[config.mk]
export PLATFORM = sky130hd
export DESIGN_NAME = signed_integer_to_base_digits
export DESIGN_NICKNAME = d
export VERILOG_FILES = /design/src/rtl/sibd_pkg.sv /design/src/rtl/sibd_chk.sv /design/src/rtl/sibd_div.sv /design/src/rtl/signed_integer_to_base_digits.sv
export VERILOG_INCLUDE_DIRS = /design/src /design/src/rtl
export SDC_FILE = /design/constraint.sdc
export NUM_CORES = 1
export LEC_CHECK = 0
export ABC_AREA = 1
export ABC_CLOCK_PERIOD_IN_PS = 11650
export BUFFER_PORTS_ARGS = -buffer_cell sky130_fd_sc_hd__buf_2
export CORE_MARGIN = 2
export CORE_UTILIZATION = 45
export DETAILED_ROUTE_END_ITERATION = 8
export GPL_TIMING_DRIVEN = 0
export HOLD_SLACK_MARGIN = 0.06
export SETUP_SLACK_MARGIN = 0.05
export SYNTH_ARGS = -nofsm -noshare
export SYNTH_HDL_FRONTEND = slang
export SYNTH_HIERARCHICAL = 1
export SYNTH_SLANG_ARGS = --single-unit
export TNS_END_PERCENT = 1
[constraint.sdc]
create_clock -name aclk -period 11.65 [get_ports aclk]
set_clock_uncertainty 0.2 [all_clocks]
set_input_delay 1.165 -clock aclk [delete_from_list [all_inputs] [get_ports aclk]]
set_output_delay 1.165 -clock aclk [all_outputs]
set_load 0.01 [all_outputs]
[src/rtl/signed_integer_to_base_digits_assert.svh]
// Assertion macros for the signed integer to base digits block.
`ifndef SIGNED_INTEGER_TO_BASE_DIGITS_ASSERT_SVH
`define SIGNED_INTEGER_TO_BASE_DIGITS_ASSERT_SVH

// Same-cycle implication, sampled on aclk, off while aresetn is low.
`define SIBD_ASSERT_HOLDS(label, ante, cons, msg) \
    label: assert property (@(posedge aclk) disable iff (!aresetn) (ante) |-> (cons)) \
        else $error(msg);

// Next-cycle implication, sampled on aclk, off while aresetn is low.
`define SIBD_ASSERT_NEXT(label, ante, cons, msg) \
    label: assert property (@(posedge aclk) disable iff (!aresetn) (ante) |=> (cons)) \
        else $error(msg);

`endif

[src/rtl/sibd_pkg.sv]
// Shared constants, types and helper functions for the base digits converter.
package sibd_pkg;

    localparam int DATA_W        = 32;   // input number width
    localparam int STEP_W        = 5;    // counts the 32 division steps
    localparam int CHAR_W        = 8;
    localparam int NUM_CHARS     = 16;
    localparam int CHAR_IDX_W    = 4;
    localparam int CHARS_W       = NUM_CHARS * CHAR_W;
    localparam int MAX_DIGITS    = 32;   // radix 2 of 2^31
    localparam int CNT_W         = 6;    // holds 0..MAX_DIGITS
    localparam int SIZE_W        = 5;
    localparam int DEF_MAX_RADIX = 16;
    localparam int APB_ADDR_W    = 5;
    localparam int APB_DATA_W    = 64;
    localparam int REG_IDX_W     = 2;

    localparam logic [REG_IDX_W-1:0] REG_ALPHABET_SIZE    = 2'd0;
    localparam logic [REG_IDX_W-1:0] REG_DIGIT_CHARS_LOW  = 2'd1;
    localparam logic [REG_IDX_W-1:0] REG_DIGIT_CHARS_HIGH = 2'd2;

    localparam logic [CHAR_W-1:0] CH_NUL   = 8'h00;
    localparam logic [CHAR_W-1:0] CH_TAB   = 8'h09;
    localparam logic [CHAR_W-1:0] CH_CR    = 8'h0D;
    localparam logic [CHAR_W-1:0] CH_SPACE = 8'h20;
    localparam logic [CHAR_W-1:0] CH_PLUS  = 8'h2B;
    localparam logic [CHAR_W-1:0] CH_MINUS = 8'h2D;

    // alphabet scan status
    typedef struct packed {
        logic busy;
        logic ok;
    } chk_stat_t;

    // divider control
    typedef struct packed {
        logic              load;
        logic [DATA_W-1:0] mag;
    } div_ctrl_t;

    // divider status
    typedef struct packed {
        logic done;   // digit ready this cycle
        logic last;   // quotient reached zero
    } div_stat_t;

    function automatic logic is_bad_char(input logic [CHAR_W-1:0] c);
        return (c == CH_NUL) || (c == CH_PLUS) || (c == CH_MINUS) ||
               (c == CH_SPACE) || ((c >= CH_TAB) && (c <= CH_CR));
    endfunction

    function automatic logic [CHAR_W-1:0] char_at(input logic [CHARS_W-1:0]    chars,
                                                  input logic [CHAR_IDX_W-1:0] idx);
        return chars[{idx, 3'b000} +: CHAR_W];
    endfunction

endpackage

[src/rtl/sibd_chk.sv]
// Alphabet scan: checks one character per cycle against the forbidden set and the rest.
module sibd_chk import sibd_pkg::*; #(
    parameter int MAX_RADIX = DEF_MAX_RADIX
) (
    input  logic               aclk,
    input  logic               aresetn,
    input  logic               start,
    input  logic [SIZE_W-1:0]  size,
    input  logic [CHARS_W-1:0] chars,
    output chk_stat_t          stat
);

    localparam int IW = $clog2(MAX_RADIX);

    logic          busy_reg;
    logic          ok_reg;
    logic          bad_reg;
    logic          bad_next;
    logic [IW-1:0] idx_reg;

    logic [CHAR_W-1:0] c_cur;
    logic              in_use;
    logic              dup;
    logic              last_step;
    logic              size_ok;

    always_comb begin
        c_cur  = char_at(chars, CHAR_IDX_W'(idx_reg));
        in_use = SIZE_W'(idx_reg) < size;
        dup    = 1'b0;
        // compare against every later character in use
        for (int j = 0; j < MAX_RADIX; j++) begin
            if ((SIZE_W'(j) > SIZE_W'(idx_reg)) && (SIZE_W'(j) < size) &&
                (char_at(chars, CHAR_IDX_W'(j)) == c_cur)) begin
                dup = 1'b1;
            end
        end
        bad_next  = bad_reg | (in_use & (is_bad_char(c_cur) | dup));
        last_step = idx_reg == IW'(MAX_RADIX - 1);
        size_ok   = (size >= SIZE_W'(2)) && (size <= SIZE_W'(MAX_RADIX));
    end

    always_ff @(posedge aclk) begin
        if (!aresetn) begin
            busy_reg <= 1'b0;
            ok_reg   <= 1'b0;
            bad_reg  <= 1'b0;
            idx_reg  <= '0;
        end else if (start) begin
            busy_reg <= 1'b1;
            ok_reg   <= 1'b0;
            bad_reg  <= 1'b0;
            idx_reg  <= '0;
        end else if (busy_reg) begin
            bad_reg <= bad_next;
            idx_reg <= idx_reg + 1'b1;
            if (last_step) begin
                busy_reg <= 1'b0;
                ok_reg   <= size_ok & ~bad_next;
            end
        end
    end

    assign stat.busy = busy_reg;
    assign stat.ok   = ok_reg;

endmodule

[src/rtl/sibd_div.sv]
// Bit-serial restoring divider: one quotient bit per cycle, repeats on the quotient.
module sibd_div import sibd_pkg::*; #(
    parameter int MAX_RADIX = DEF_MAX_RADIX
) (
    input  logic                           aclk,
    input  logic                           aresetn,
    input  div_ctrl_t                      ctrl,
    input  logic [$clog2(MAX_RADIX):0]     radix,
    output div_stat_t                      stat,
    output logic [$clog2(MAX_RADIX)-1:0]   digit
);

    localparam int DW = $clog2(MAX_RADIX);

    logic              run_reg;
    logic [STEP_W-1:0] step_reg;
    logic [DATA_W-1:0] mag_reg;
    logic [DATA_W-1:0] mag_next;
    logic [DW-1:0]     rem_reg;
    logic [DW-1:0]     rem_next;

    logic [DW:0] trial;
    logic        qbit;
    logic        last_step;
    logic        quot_zero;

    always_comb begin
        trial     = {rem_reg, mag_reg[DATA_W-1]};
        qbit      = trial >= radix;
        rem_next  = qbit ? DW'(trial - radix) : DW'(trial);
        mag_next  = {mag_reg[DATA_W-2:0], qbit};
        last_step = step_reg == STEP_W'(DATA_W - 1);
        quot_zero = mag_next == '0;
    end

    always_ff @(posedge aclk) begin
        if (!aresetn) begin
            run_reg  <= 1'b0;
            step_reg <= '0;
        end else if (ctrl.load) begin
            run_reg  <= 1'b1;
            step_reg <= '0;
        end else if (run_reg) begin
            step_reg <= step_reg + 1'b1;
            if (last_step && quot_zero) begin
                run_reg <= 1'b0;
            end
        end
    end

    // datapath, no reset
    always_ff @(posedge aclk) begin
        if (ctrl.load) begin
            mag_reg <= ctrl.mag;
            rem_reg <= '0;
        end else if (run_reg) begin
            mag_reg <= mag_next;
            rem_reg <= last_step ? '0 : rem_next;
        end
    end

    assign stat.done = run_reg & last_step;
    assign stat.last = quot_zero;
    assign digit     = rem_next;

endmodule

[src/rtl/signed_integer_to_base_digits.sv]
// Top level: signed 32-bit number to text in a configured radix and alphabet.
//
//  channel   dir  handshake          payload
//  s_        in   s_tvalid/s_tready  s_tdata[31:0] = number
//  m_        out  m_tvalid/m_tready  m_tdata[7:0] = char_out, m_tlast = last_char
//  apb       in   psel/penable       regs at 0x00 size, 0x08 chars 0-7, 0x10 chars 8-15
//
// A number with D digits is converted by the bit-serial divider, which makes one quotient
// bit per cycle; then D characters, plus one for '-', leave at one per cycle while m_tready
// is high. The next number is taken once the last character sits in m_ output.
// aresetn (sync, low) clears control and the registers. Every register write starts
// an alphabet scan; s_tready stays low until it ends.
// m_tready low while m_tvalid is high holds the output register and stops popping the digit stack.
`include "signed_integer_to_base_digits_assert.svh"

module signed_integer_to_base_digits import sibd_pkg::*; #(
    parameter int MAX_RADIX = DEF_MAX_RADIX
) (
    input  logic                  aclk,
    input  logic                  aresetn,
    // input stream
    input  logic                  s_tvalid,
    output logic                  s_tready,
    input  logic [DATA_W-1:0]     s_tdata,   // [31:0] number
    // result stream
    output logic                  m_tvalid,
    input  logic                  m_tready,
    output logic [CHAR_W-1:0]     m_tdata,   // [7:0] char_out
    output logic                  m_tlast,   // last_char
    // configuration
    input  logic                  psel,
    input  logic                  penable,
    input  logic                  pwrite,
    input  logic [APB_ADDR_W-1:0] paddr,
    input  logic [APB_DATA_W-1:0] pwdata,
    output logic [APB_DATA_W-1:0] prdata,
    output logic                  pready
);

    localparam int DW = $clog2(MAX_RADIX);

    typedef enum logic [2:0] {
        ST_IDLE    = 3'b001,
        ST_CONVERT = 3'b010,
        ST_EMIT    = 3'b100
    } state_t;

    // ---------------- configuration registers ----------------
    logic                  cfg_wr;
    logic [REG_IDX_W-1:0]  reg_idx;
    logic [SIZE_W-1:0]     size_reg;
    logic [APB_DATA_W-1:0] chars_lo_reg;
    logic [APB_DATA_W-1:0] chars_hi_reg;
    logic [CHARS_W-1:0]    chars;

    assign pready  = 1'b1;
    assign cfg_wr  = psel & penable & pwrite & pready;
    assign reg_idx = paddr[APB_ADDR_W-1:3];   // 8-byte register stride
    assign chars   = {chars_hi_reg, chars_lo_reg};

    always_ff @(posedge aclk) begin
        if (!aresetn) begin
            size_reg     <= '0;
            chars_lo_reg <= '0;
            chars_hi_reg <= '0;
        end else if (cfg_wr) begin
            case (reg_idx)
                REG_ALPHABET_SIZE:    size_reg     <= pwdata[SIZE_W-1:0];
                REG_DIGIT_CHARS_LOW:  chars_lo_reg <= pwdata;
                REG_DIGIT_CHARS_HIGH: chars_hi_reg <= pwdata;
                default: ;                       // unmapped, ignored
            endcase
        end
    end

    always_comb begin
        case (reg_idx)
            REG_ALPHABET_SIZE:    prdata = APB_DATA_W'(size_reg);
            REG_DIGIT_CHARS_LOW:  prdata = chars_lo_reg;
            REG_DIGIT_CHARS_HIGH: prdata = chars_hi_reg;
            default:              prdata = '0;
        endcase
    end

    // ---------------- alphabet scan ----------------
    chk_stat_t chk_stat;

    sibd_chk #(
        .MAX_RADIX (MAX_RADIX)
    ) u_chk (
        .aclk    (aclk),
        .aresetn (aresetn),
        .start   (cfg_wr),
        .size    (size_reg),
        .chars   (chars),
        .stat    (chk_stat)
    );

    // ---------------- divider ----------------
    div_ctrl_t     div_ctrl;
    div_stat_t     div_stat;
    logic [DW-1:0] div_digit;
    logic          s_accept;
    logic          in_neg;

    assign s_accept      = s_tvalid & s_tready;
    assign in_neg        = s_tdata[DATA_W-1];
    assign div_ctrl.load = s_accept & chk_stat.ok;
    // two's complement negate; the most negative number maps to 2^31 unsigned
    assign div_ctrl.mag  = in_neg ? (~s_tdata + 1'b1) : s_tdata;

    sibd_div #(
        .MAX_RADIX (MAX_RADIX)
    ) u_div (
        .aclk    (aclk),
        .aresetn (aresetn),
        .ctrl    (div_ctrl),
        .radix   (size_reg[DW:0]),    // valid alphabets never exceed MAX_RADIX
        .stat    (div_stat),
        .digit   (div_digit)
    );

    // ---------------- sequencer, digit stack, output register ----------------
    state_t            state_reg, state_next;
    logic              neg_reg, neg_next;
    logic [CNT_W-1:0]  cnt_reg, cnt_next;
    logic [DW-1:0]     stack_reg [MAX_DIGITS];
    logic              push, pop;
    logic              out_free;
    logic              out_load;
    logic [CHAR_W-1:0] out_char_next;
    logic              out_last_next;
    logic              m_tvalid_reg;
    logic [CHAR_W-1:0] m_tdata_reg;
    logic              m_tlast_reg;

    assign s_tready = (state_reg == ST_IDLE) & ~chk_stat.busy & ~cfg_wr;
    assign out_free = ~m_tvalid_reg | m_tready;

    always_comb begin
        state_next    = state_reg;
        neg_next      = neg_reg;
        cnt_next      = cnt_reg;
        push          = 1'b0;
        pop           = 1'b0;
        out_load      = 1'b0;
        out_char_next = m_tdata_reg;
        out_last_next = m_tlast_reg;
        case (state_reg)
            ST_IDLE: begin
                // an item taken with a bad alphabet gives nothing
                if (div_ctrl.load) begin
                    neg_next   = in_neg;
                    cnt_next   = '0;
                    state_next = ST_CONVERT;
                end
            end
            ST_CONVERT: begin
                // digits arrive least significant first
                if (div_stat.done) begin
                    push     = 1'b1;
                    cnt_next = cnt_reg + 1'b1;
                    if (div_stat.last) begin
                        state_next = ST_EMIT;
                    end
                end
            end
            ST_EMIT: begin
                if (out_free) begin
                    out_load = 1'b1;
                    if (neg_reg) begin
                        out_char_next = CH_MINUS;
                        out_last_next = 1'b0;
                        neg_next      = 1'b0;
                    end else begin
                        out_char_next = char_at(chars, CHAR_IDX_W'(stack_reg[0]));
                        out_last_next = cnt_reg == CNT_W'(1);
                        pop           = 1'b1;
                        cnt_next      = cnt_reg - 1'b1;
                        if (cnt_reg == CNT_W'(1)) begin
                            state_next = ST_IDLE;
                        end
                    end
                end
            end
            default: begin
                state_next = ST_IDLE;
            end
        endcase
    end

    always_ff @(posedge aclk) begin
        if (!aresetn) begin
            state_reg    <= ST_IDLE;
            neg_reg      <= 1'b0;
            cnt_reg      <= '0;
            m_tvalid_reg <= 1'b0;
        end else begin
            state_reg <= state_next;
            neg_reg   <= neg_next;
            cnt_reg   <= cnt_next;
            if (out_load) begin
                m_tvalid_reg <= 1'b1;
            end else if (m_tready) begin
                m_tvalid_reg <= 1'b0;
            end
        end
    end

    // stack: last pushed (most significant) digit sits at entry 0
    always_ff @(posedge aclk) begin
        if (push) begin
            stack_reg[0] <= div_digit;
            for (int i = 1; i < MAX_DIGITS; i++) begin
                stack_reg[i] <= stack_reg[i-1];
            end
        end else if (pop) begin
            for (int i = 0; i < MAX_DIGITS - 1; i++) begin
                stack_reg[i] <= stack_reg[i+1];
            end
        end
    end

    always_ff @(posedge aclk) begin
        if (out_load) begin
            m_tdata_reg <= out_char_next;
            m_tlast_reg <= out_last_next;
        end
    end

    assign m_tvalid = m_tvalid_reg;
    assign m_tdata  = m_tdata_reg;
    assign m_tlast  = m_tlast_reg;

    // ---------------- assertions ----------------
    `SIBD_ASSERT_HOLDS(a_div_done_in_convert, div_stat.done, state_reg == ST_CONVERT, "divider digit outside conversion")
    `SIBD_ASSERT_HOLDS(a_emit_has_digits, state_reg == ST_EMIT, cnt_reg != '0, "emit with empty digit stack")
    `SIBD_ASSERT_HOLDS(a_out_from_emit, $rose(m_tvalid_reg), $past(state_reg == ST_EMIT), "result transfer not from emit")
    `SIBD_ASSERT_NEXT(a_last_ends_item, out_load && out_last_next, state_reg == ST_IDLE, "last character did not end the item")

endmodule
Word-level counts from Yosys, hierarchy flattened
Memories as Yosys holds them, arrays and structs flattened.
Index checks and enable logic that the tools add are counted.
{ "totals": {"register_bits": 202, "ramBits": 128, "input_bits": 108, "out_inout_bits": 76, "mem_count": 1} }
{ "op_classes": {"n_addsub": 6, "magnitude_cmp": 36, "eq_ne": 32, "n_shift": 2, "muxes": 87, "bitwise": 49, "reduce_logical": 54} }
{ "mem_list": {"columns": ["memory", "words", "width", "rd", "rd_clocked_by_memory_dff", "wr", "line", "source"], "rows": [
  ["stack_reg", 32, 4, 32, 0, 32, "signed_integer_to_base_digits.sv:127", "logic [DW-1:0] stack_reg [MAX_DIGITS];"]
]} }
{ "ops": {"columns": ["operator", "n"], "rows": [
  ["$shiftx A128 B8 Y8", 2],
  ["$pmux W64 S3", 1],
  ["$mux W4", 33],
  ["$eq A8 B8 Y1", 15],
  ["$mux W32", 3],
  ["$lt A4 B5 Y1 const A", 8],
  ["$mux W1", 37],
  ["$or A1 B1 Y1", 34],
  ["$logic_and A1 B1 Y1", 33],
  ["$add A32 B1 Y32 const B", 1],
  ["$gt A4 B4 Y1 const A", 8],
  ["$logic_not A32 Y1", 1],
  ["$not A32 Y32", 1],
  ["$eq A8 B6 Y1 const B", 3],
  ["$mux W6", 4],
  ["$lt A3 B5 Y1 const A", 4],
  ["$mux W3", 6],
  ["$pmux W6 S3", 1],
  ["$gt A3 B4 Y1 const A", 4],
  ["$lt A2 B5 Y1 const A", 2],
  ["$ne A2 B2 Y1 const B", 5],
  ["$and A1 B1 Y1", 9],
  ["$pmux W3 S3", 1],
  ["$ge A8 B4 Y1 const B", 1],
  ["34 further kinds", 49]
]} }

Longest topological paths before layout
Gate-level depths: netlist (run 1).
{ "logic_depth": {"depth_word": 23, "ltp_mapped": 23, "mapped_depth_nobuf": 20} }

Modules after synthesis
Netlist (run 1), hierarchy kept.
{ "by_module_without_submodules": {"columns": ["module", "n_inst", "cells_each", "area_per_inst_um2"], "rows": [
  ["signed_integer_to_base_digits", 1, 1747, 13778.2],
  ["sibd_chk", 1, 918, 4415.5],
  ["sibd_div", 1, 271, 2210.9]
]} }

Least setup slack after synthesis (run 1)
No wires, ideal clock.
{ "synth_timing": {"path_type": "input-to-reg", "from": "input port m_tready", "to": "memory stack_reg[0][0] (netlist bit), enable pin", "arrival_ps": 4721, "path_slack_ps": 6242, "path_stages": 8, "n_path_buf": 2, "path_cell_list": "inv_1 > nand2_1 > inv_1 > nor2_4 > nand2_1 > buf_2 > buf_2 > nand2_1"} }
{ "synth_rtl": {"columns": ["element", "line", "source"], "rows": [
  ["start: declaration", "signed_integer_to_base_digits.sv:27", "input logic m_tready,"],
  ["end: declaration", "signed_integer_to_base_digits.sv:127", null]
]} }

Worst setup path after layout (run 1)
{ "layout_timing": {"from": "input port paddr[4]", "to": "output port prdata[1]"} }
{ "layout_between": {"elab_chain_cells": 2, "word_cells_on_any_way": 4, "classes_between": "2 x eq/ne; 1 x mux; 1 x reduce/logical"} }
{ "layout_lines": {"columns": ["element", "line", "source"], "rows": [
  ["start: declaration", "signed_integer_to_base_digits.sv:34", "input logic [APB_ADDR_W-1:0] paddr,"],
  ["$eq A2 B2 Y1, or another cell as far along", "signed_integer_to_base_digits.sv:77", "case (reg_idx)"],
  ["$pmux W64 S3 *", "signed_integer_to_base_digits.sv:77", null],
  ["end: declaration", "signed_integer_to_base_digits.sv:36", "output logic [APB_DATA_W-1:0] prdata,"]
]} }
Every way passes the cells marked *; elsewhere a longest branch is shown, timed or not.

==> flow_metrics.tcl, run 1 <==
set metrics [dict create \
    synth_fa_ha_area_frac 0.0114 \
    dp_cells 3715 \
    hold_buffers 0 \
    layout-drive-gt1-share 0.117 \
    port_buffers 178 \
    clock.fmax_mhz 227 \
    synthXorXnorAreaFrac 0.0266 \
    p_per_area_mw_per_mm2 129 \
    maxCapViolations 0 \
    hold_class "reg2reg" \
    tns_ps 0 \
    multiInputGateArea_mm2 0.00988 \
    regArea_mm2 0.00830 \
    ctsResizeCount 0 \
    utilization 0.517 \
    syn_nets 3062 \
    grt_usage 0.374 \
    r2r_cells 20 \
    critPathRequiredTime_ps 10290 \
    clk_pin_slew_worst_paths_ps 60 \
    die_y_um 217 \
    hold_slack_ps 255 \
    status "completed" \
    grt_max_degree 66 \
    insertion_delay_ps 580 \
    dieArea_mm2 0.0471 \
    tightest_slew_ps 1250 \
    setup_violations 0 \
    synth_ff_type "edfxtp_1" \
    endpoint "prdata[1]" \
    ys_top_cells_by_area "edfxtp_1, dfxtp_1, nand2_1, o21ai_0, nor2_1" \
    grt-ovfl-total 0 \
    end_kind "output port" \
    cts_buffer_depth 3 \
    drt_iter0_markers 2455 \
    drt-total-wl_mm 89.6 \
    rr_endpoint "u_chk/ok_reg" \
    largest_reg_flops 128 \
    routed_via_density 5.69 \
    final_cell_count_no_fill 3787 \
    synth_area_leader_cell "edfxtp_1" \
    syn_inst 2936 \
    antenna_found_initial 2 \
    cts_tree "built" \
    nets 3281 \
    grt_setup_unrepaired "no" \
    syn-cell-area_mm2 0.0204 \
    netlist.area_leader.share 0.249 \
    gp_congestion 1.03 \
    fin_crit_ps 4410 \
    routedWlPerCell_um 23.7 \
    muxShareOfSynthArea 0.00221 \
    ys_seq_elements 330 \
    synth_edf_count 169 \
    antenna_left 0 \
    rr_startpoint "u_chk/idx_reg[1]" \
    ff2ff_setup_slack_ps 8110 \
    dpl.hpwl_mm 68.9 \
    peakVddDrop_v 0.000114 \
    first_pass_iters 7 \
    htree_levels 2 \
    crit_start "paddr[4]" \
    yosysUniqueCellTypes 50 \
    coreArea_mm2 0.0451 \
    drc 0 \
    cts_root_buffer "clkbuf_16" \
    synth-simple-area-share 0.292 \
    synth_top_family_by_area "simple AND/OR/NAND/NOR gates" \
    vias 21536 \
    clock_sinks 330 \
    final_cell_area_mm2 0.0233 \
    grt_pass1_vias 20205 \
    fill_cells 4562 \
    io_pins 184 \
    synth_compound_area_frac 0.152 \
    max-slew-margin-rel 0.163 \
    async_flop_share 0 \
    cp_max_fo 10 \
    rows 78 \
    start_util 0.453 \
    numCtsBuffers 38 \
    start_kind "input pin" \
    dpl_cell_area_mm2 0.0221 \
    grt_first_pass_wirelength_mm 129 \
    period_share 0.378 \
    path_class "in2out" \
    p_leak_uw 0.0103 \
    post_cts_buffers 0 \
    drv_slew 0 \
    ys.warnings.count 6 \
    synth-seq-area-share 0.407 \
    arrival_ps 3040 \
    areaGrowthSynthToFinish_pct 14.2 \
    syn_avg_cell_area_um2 6.95 \
    die_w_um 217 \
    hold_violations 0 \
]
==> cell usage in the layout (no fill, tap or decap), types with 23 or more instances in the layout <==
master     Yosys  final
buf_6         25     25
buf_2         31    209
edfxtp_1     169    169
nand2_1      795    794
nand3_1      201    201
o211ai_1      33     33
clkbuf_1      70     79
dfxtp_1      161    161
o22ai_1       39     39
o21ai_0      285    285
a21oi_1      180    180
nor2_1       356    356
nand2_2       23     23
inv_1        348    348
xor2_1        53     53
clkbuf_16      0     38
==> area by class of cell <==
class | count | area share
Antenna cell | 2 | 0.000215
Buffer | 153 | 0.0371
Clock buffer | 49 | 0.0434
Clock inverter | 21 | 0.00865
Inverter | 362 | 0.0589
Multi-Input combinational cell | 2091 | 0.424
Sequential cell | 330 | 0.356
Tap cell | 600 | 0.0322
Timing Repair Buffer | 179 | 0.0394
==> how the worst min path moves through the flow <==
stage / start / endpoint / cells past startpoint
2_1_floorplan: stack_reg[0][120] / stack_reg[0][124] / 0
3_3_place_gp: stack_reg[0][122] / stack_reg[0][126] / 0
3_5_place_dp: stack_reg[0][122] / stack_reg[0][126] / 0
4_1_cts: u_chk/bad_reg / u_chk/bad_reg / 2
5_1_grt: stack_reg[0][121] / stack_reg[0][125] / 0
6_report: u_chk/bad_reg / u_chk/bad_reg / 2
==> stage by stage <==
stage / setup WS, ps / total power, µW
after floorplan: 6240 / 1640
after global routing: 7290 / 3110
after detailed placement: 7430 / 1840
after CTS: 7420 / 3010
final: 7240 / 3010
after global placement: 4850 / 1830
==> metal layers <==
layer,GRT usage,part of all wire
met1,0.459,0.38
met2,0.607,0.46
met3,0.0546,0.078
met4,0.260,0.078
met5,0,0.00016
==> critical path: stages <==
cell	delay (ps)
buf_2	130
inv_2	50
nor2_4	200
inv_2	190
clkbuf_1	370
o221ai_1	650
buf_2	260
==> where the power goes <==
part / internal [µW] / switching [µW] / leakage [µW]
combinational: 158 / 358 / 0.00707
clock: 668 / 509 / 0.000594
sequential: 1260 / 47.9 / 0.00263
==> Yosys cell counts (all sizes together) (39+ instances only) <==
cell type	number
edfxtp	169
a21oi	181
nand2	823
clkbuf	73
o22ai	39
nor2	371
buf	80
o21ai	291
inv	360
xor2	53
dfxtp	161
nand3	206
==> cells by family after synthesis <==
| group | count (synthesis) |
|---|---|
| AO/OA/AOI/OAI | 571 |
| XOR/XNOR | 62 |
| adder cells (fa/ha/maj) | 18 |
| buffers and inverters | 515 |
| flip-flops | 330 |
| multiplexers | 4 |
| other | 1 |
| AND/OR/NAND/NOR | 1435 |
(Power assumes the default switching activity.)
==> run 2, diff against run 1 <==
--- a/config.mk
+++ b/config.mk
@@ -6,8 +6,8 @@
 export SDC_FILE = /design/constraint.sdc
 export NUM_CORES = 1
 export LEC_CHECK = 0
-export ABC_AREA = 1
-export ABC_CLOCK_PERIOD_IN_PS = 11650
+export ABC_AREA = 0
+export ABC_CLOCK_PERIOD_IN_PS = 4100
 export BUFFER_PORTS_ARGS = -buffer_cell sky130_fd_sc_hd__buf_2
 export CORE_MARGIN = 2
 export CORE_UTILIZATION = 45
==> constraint.sdc (replaced) <==
create_clock -name aclk -period 4.1 [get_ports aclk]
set_clock_uncertainty 0.2 [all_clocks]
set_input_delay 0.41 -clock aclk [delete_from_list [all_inputs] [get_ports aclk]]
set_output_delay 0.41 -clock aclk [all_outputs]
set_load 0.01 [all_outputs]
==> flow_metrics.tcl, run 2 <==
set metrics [dict create \
    grt_pass1_vias 15888 \
    period_share 0.973 \
    seq_power_share 0.487 \
    clk_pin_slew_worst_paths_ps 60 \
    ys.warnings.count 6 \
    dieArea_mm2 0.0442 \
    rr_endpoint "u_chk/bad_reg" \
    synth_most_common_cell "nand2_1" \
    grt_usage 0.314 \
    path_class "reg2reg" \
    power.switching_uw 1760 \
    antenna_cells 0 \
    dpl.hpwl_mm 53.0 \
    cts_tree "built" \
    start_kind "flop" \
    cts_buffer_depth 3 \
    p_int_uw 5430 \
    drt_iter0_markers 1430 \
    critPathBufInv 5 \
    final_cell_count_no_fill 2673 \
    hold_violations 0 \
    synth_ff_type "edfxtp_1" \
    htree_levels 2 \
    drt-total-wl_mm 69.8 \
    io_pins 184 \
    grt_max_degree 42 \
    status "completed" \
    synth-seq-area-share 0.434 \
    fin_ws_ps 109 \
    max-slew-margin-rel 0.144 \
    syn_inst 1820 \
    die_y_um 210 \
    routed_via_density 6.07 \
    start_util 0.456 \
    p_leak_uw 0.00788 \
    insertion_delay_ps 570 \
    netlist.area_leader.share 0.265 \
    ys_seq_elements 330 \
    rr_startpoint "u_chk/idx_reg[0]" \
    first_pass_iters 6 \
    path_cells "buf_6 > buf_4 > buf_2 > nor2_1 > a2bb2oi_1 > a22o_1 > buf_2 > buf_4 > xor2_1 > nor2_1 > nand4_1 > nand4_1 > nor4_2 > a211oi_2 > o21ba_1" \
    maxCapViolations 0 \
    grt-ovfl-total 0 \
    syn-cell-area_mm2 0.0191 \
    pre_cts_ws_ps -665 \
    cpMaxStageDelayCell "nor4_2" \
    fin_crit_ps 3990 \
    layout-drive-gt1-share 0.258 \
    final_common_cell "nand2_1" \
    areaGrowthSynthToFinish_pct 18.8 \
    end_kind "flop" \
    numCtsBuffers 37 \
    cp_max_fo 10 \
    antenna_found_initial 2 \
    hold_class "in2reg" \
    clock.fmax_mhz 251 \
    syn_avg_cell_area_um2 10.5 \
    largest_reg_flops 128 \
    nets 2233 \
    gp_congestion 1.02 \
    power_frac_clock 0.431 \
    rows 75 \
    dp_cells 2540 \
    min_to "u_div/mag_reg[30]" \
    p_per_area_mw_per_mm2 316 \
    yosys-top-cells-count "nand2_1, edfxtp_1, dfxtp_1, a21oi_1, mux2_2" \
    tightest_slew_ps 1280 \
    drc 0 \
    routedWlPerCell_um 26.1 \
    crit_family "buffers and inverters" \
    peakVddDrop_v 0.000271 \
    slowest_delay_ps 410 \
    arrival_ps 4250 \
    grt_setup_unrepaired "no" \
    die_w_um 210 \
    p_comb_frac 0.082 \
    yosysUniqueCellTypes 92 \
    critPathRequiredTime_ps 4350 \
    utilization 0.542 \
    whs_path_depth 3 \
    setup_violations 0 \
    vias 16233 \
    syn_nets 1946 \
    power_uw 7190 \
    hold_start "s_tdata[30]" \
    async_flop_share 0 \
    fill_cells 3780 \
    synth_edf_count 169 \
    port_buffers 178 \
    drv_slew 0 \
    mostFrequentLayoutCells "nand2_1, buf_2, edfxtp_1" \
    r2r_cells 15 \
    cts_root_buffer "clkbuf_16" \
    antenna_left 0 \
    ys_top_cells_by_area "edfxtp_1, dfxtp_1, mux2_2, mux4_2, nand2_1" \
    grt_first_pass_wirelength_mm 102 \
    synth_area_leader_cell "edfxtp_1" \
    netSwitchingFraction 0.244 \
    clock_sinks 330 \
    ff2ff_setup_slack_ps 110 \
    coreArea_mm2 0.0419 \
]
## run 2: changes by cell type after synthesis, sizes merged, moves of 59 or more
cell	before	now
inv	360	30
mux2	4	155
mux4	0	59
nand2	823	304
nand3	206	26
nor2	371	47
o21ai	291	43
xnor2	9	107
## run 2: worst max-delay path by stage
stage                           start             to  slack (ps)  depth (start not counted)
finish               u_chk/idx_reg[0]  u_chk/bad_reg         110                         15
global route         u_chk/idx_reg[0]  u_chk/bad_reg          70                         13
CTS                  u_chk/idx_reg[1]  u_chk/bad_reg          50                         13
floorplan           u_div/step_reg[1]     cnt_reg[2]        -110                         10
global placement    u_div/step_reg[1]     cnt_reg[2]       -1380                         10
detailed placement   u_chk/idx_reg[1]  u_chk/bad_reg        -670                         15
## run 2: layout make-up
cell class,count,area (µm²),share of cell area
Multi-Input combinational cell,1329,10200,0.450
Clock buffer,49,1000,0.0441
Inverter,30,116,0.00512
Sequential cell,330,8300,0.365
Clock inverter,17,103,0.00451
Buffer,131,686,0.0302
Timing Repair Buffer,248,1620,0.0712
Tap cell,539,674,0.0297
## run 2: worst register-to-register path, stage by stage (launching register included)
cell and delay, ps:
dfxtp_1 350, buf_6 160, buf_4 270, buf_2 360, nor2_1 140, a2bb2oi_1 270
a22o_1 180, buf_2 310, buf_4 320, xor2_1 170, nor2_1 60, nand4_1 210
nand4_1 150, nor4_2 410, a211oi_2 140, o21ba_1 180
## run 2: power by group through the flow
| stage | Combinational (µW) | Clock (µW) | Sequential (µW) |
|---|---|---|---|
| CTS | 574 | 3160 | 3500 |
| global placement | 514 | 0 | 3570 |
| finish | 586 | 3100 | 3500 |
| global route | 622 | 3300 | 3500 |
| detailed placement | 516 | 0 | 3570 |
| floorplan | 299 | 0 | 3550 |
## run 2: cells by family after synthesis
kind of cell,share of synthesized area
buf+inv,0.0403
xor+xnor,0.0659
fa+ha+maj,0.0122
flops,0.434
other cells,0.000196
compound gates,0.131
simple gates,0.129
mux,0.188
## run 2: stage by stage
step / hold slack [ps] / cell area (µm²) / setup TNS [ps]
6_report: 98.4 / 22700 / 0
4_1_cts: 75.3 / 22700 / 0
3_5_place_dp: 237 / 20800 / -1230
3_3_place_gp: 228 / 20700 / -110370
2_1_floorplan: 222 / 19200 / -399
5_1_grt: 104 / 22700 / 0
## run 2: layer usage
layer	track usage	vias to the layer above	share of wire
li1	-	7295	-
met1	0.407	8029	0.41
met2	0.507	742	0.46
met3	0.0597	165	0.075
met4	0.153	2	0.050
met5	0	-	0.00029
## run 2: what timing repair did
item                       4_1_cts  5_1_grt
setup endpoints to repair        2        2
setup buffers                    1        0
pin swaps                        2        1
resized for setup               27       13
hold buffers                    66        0
hold endpoints to repair       136        0
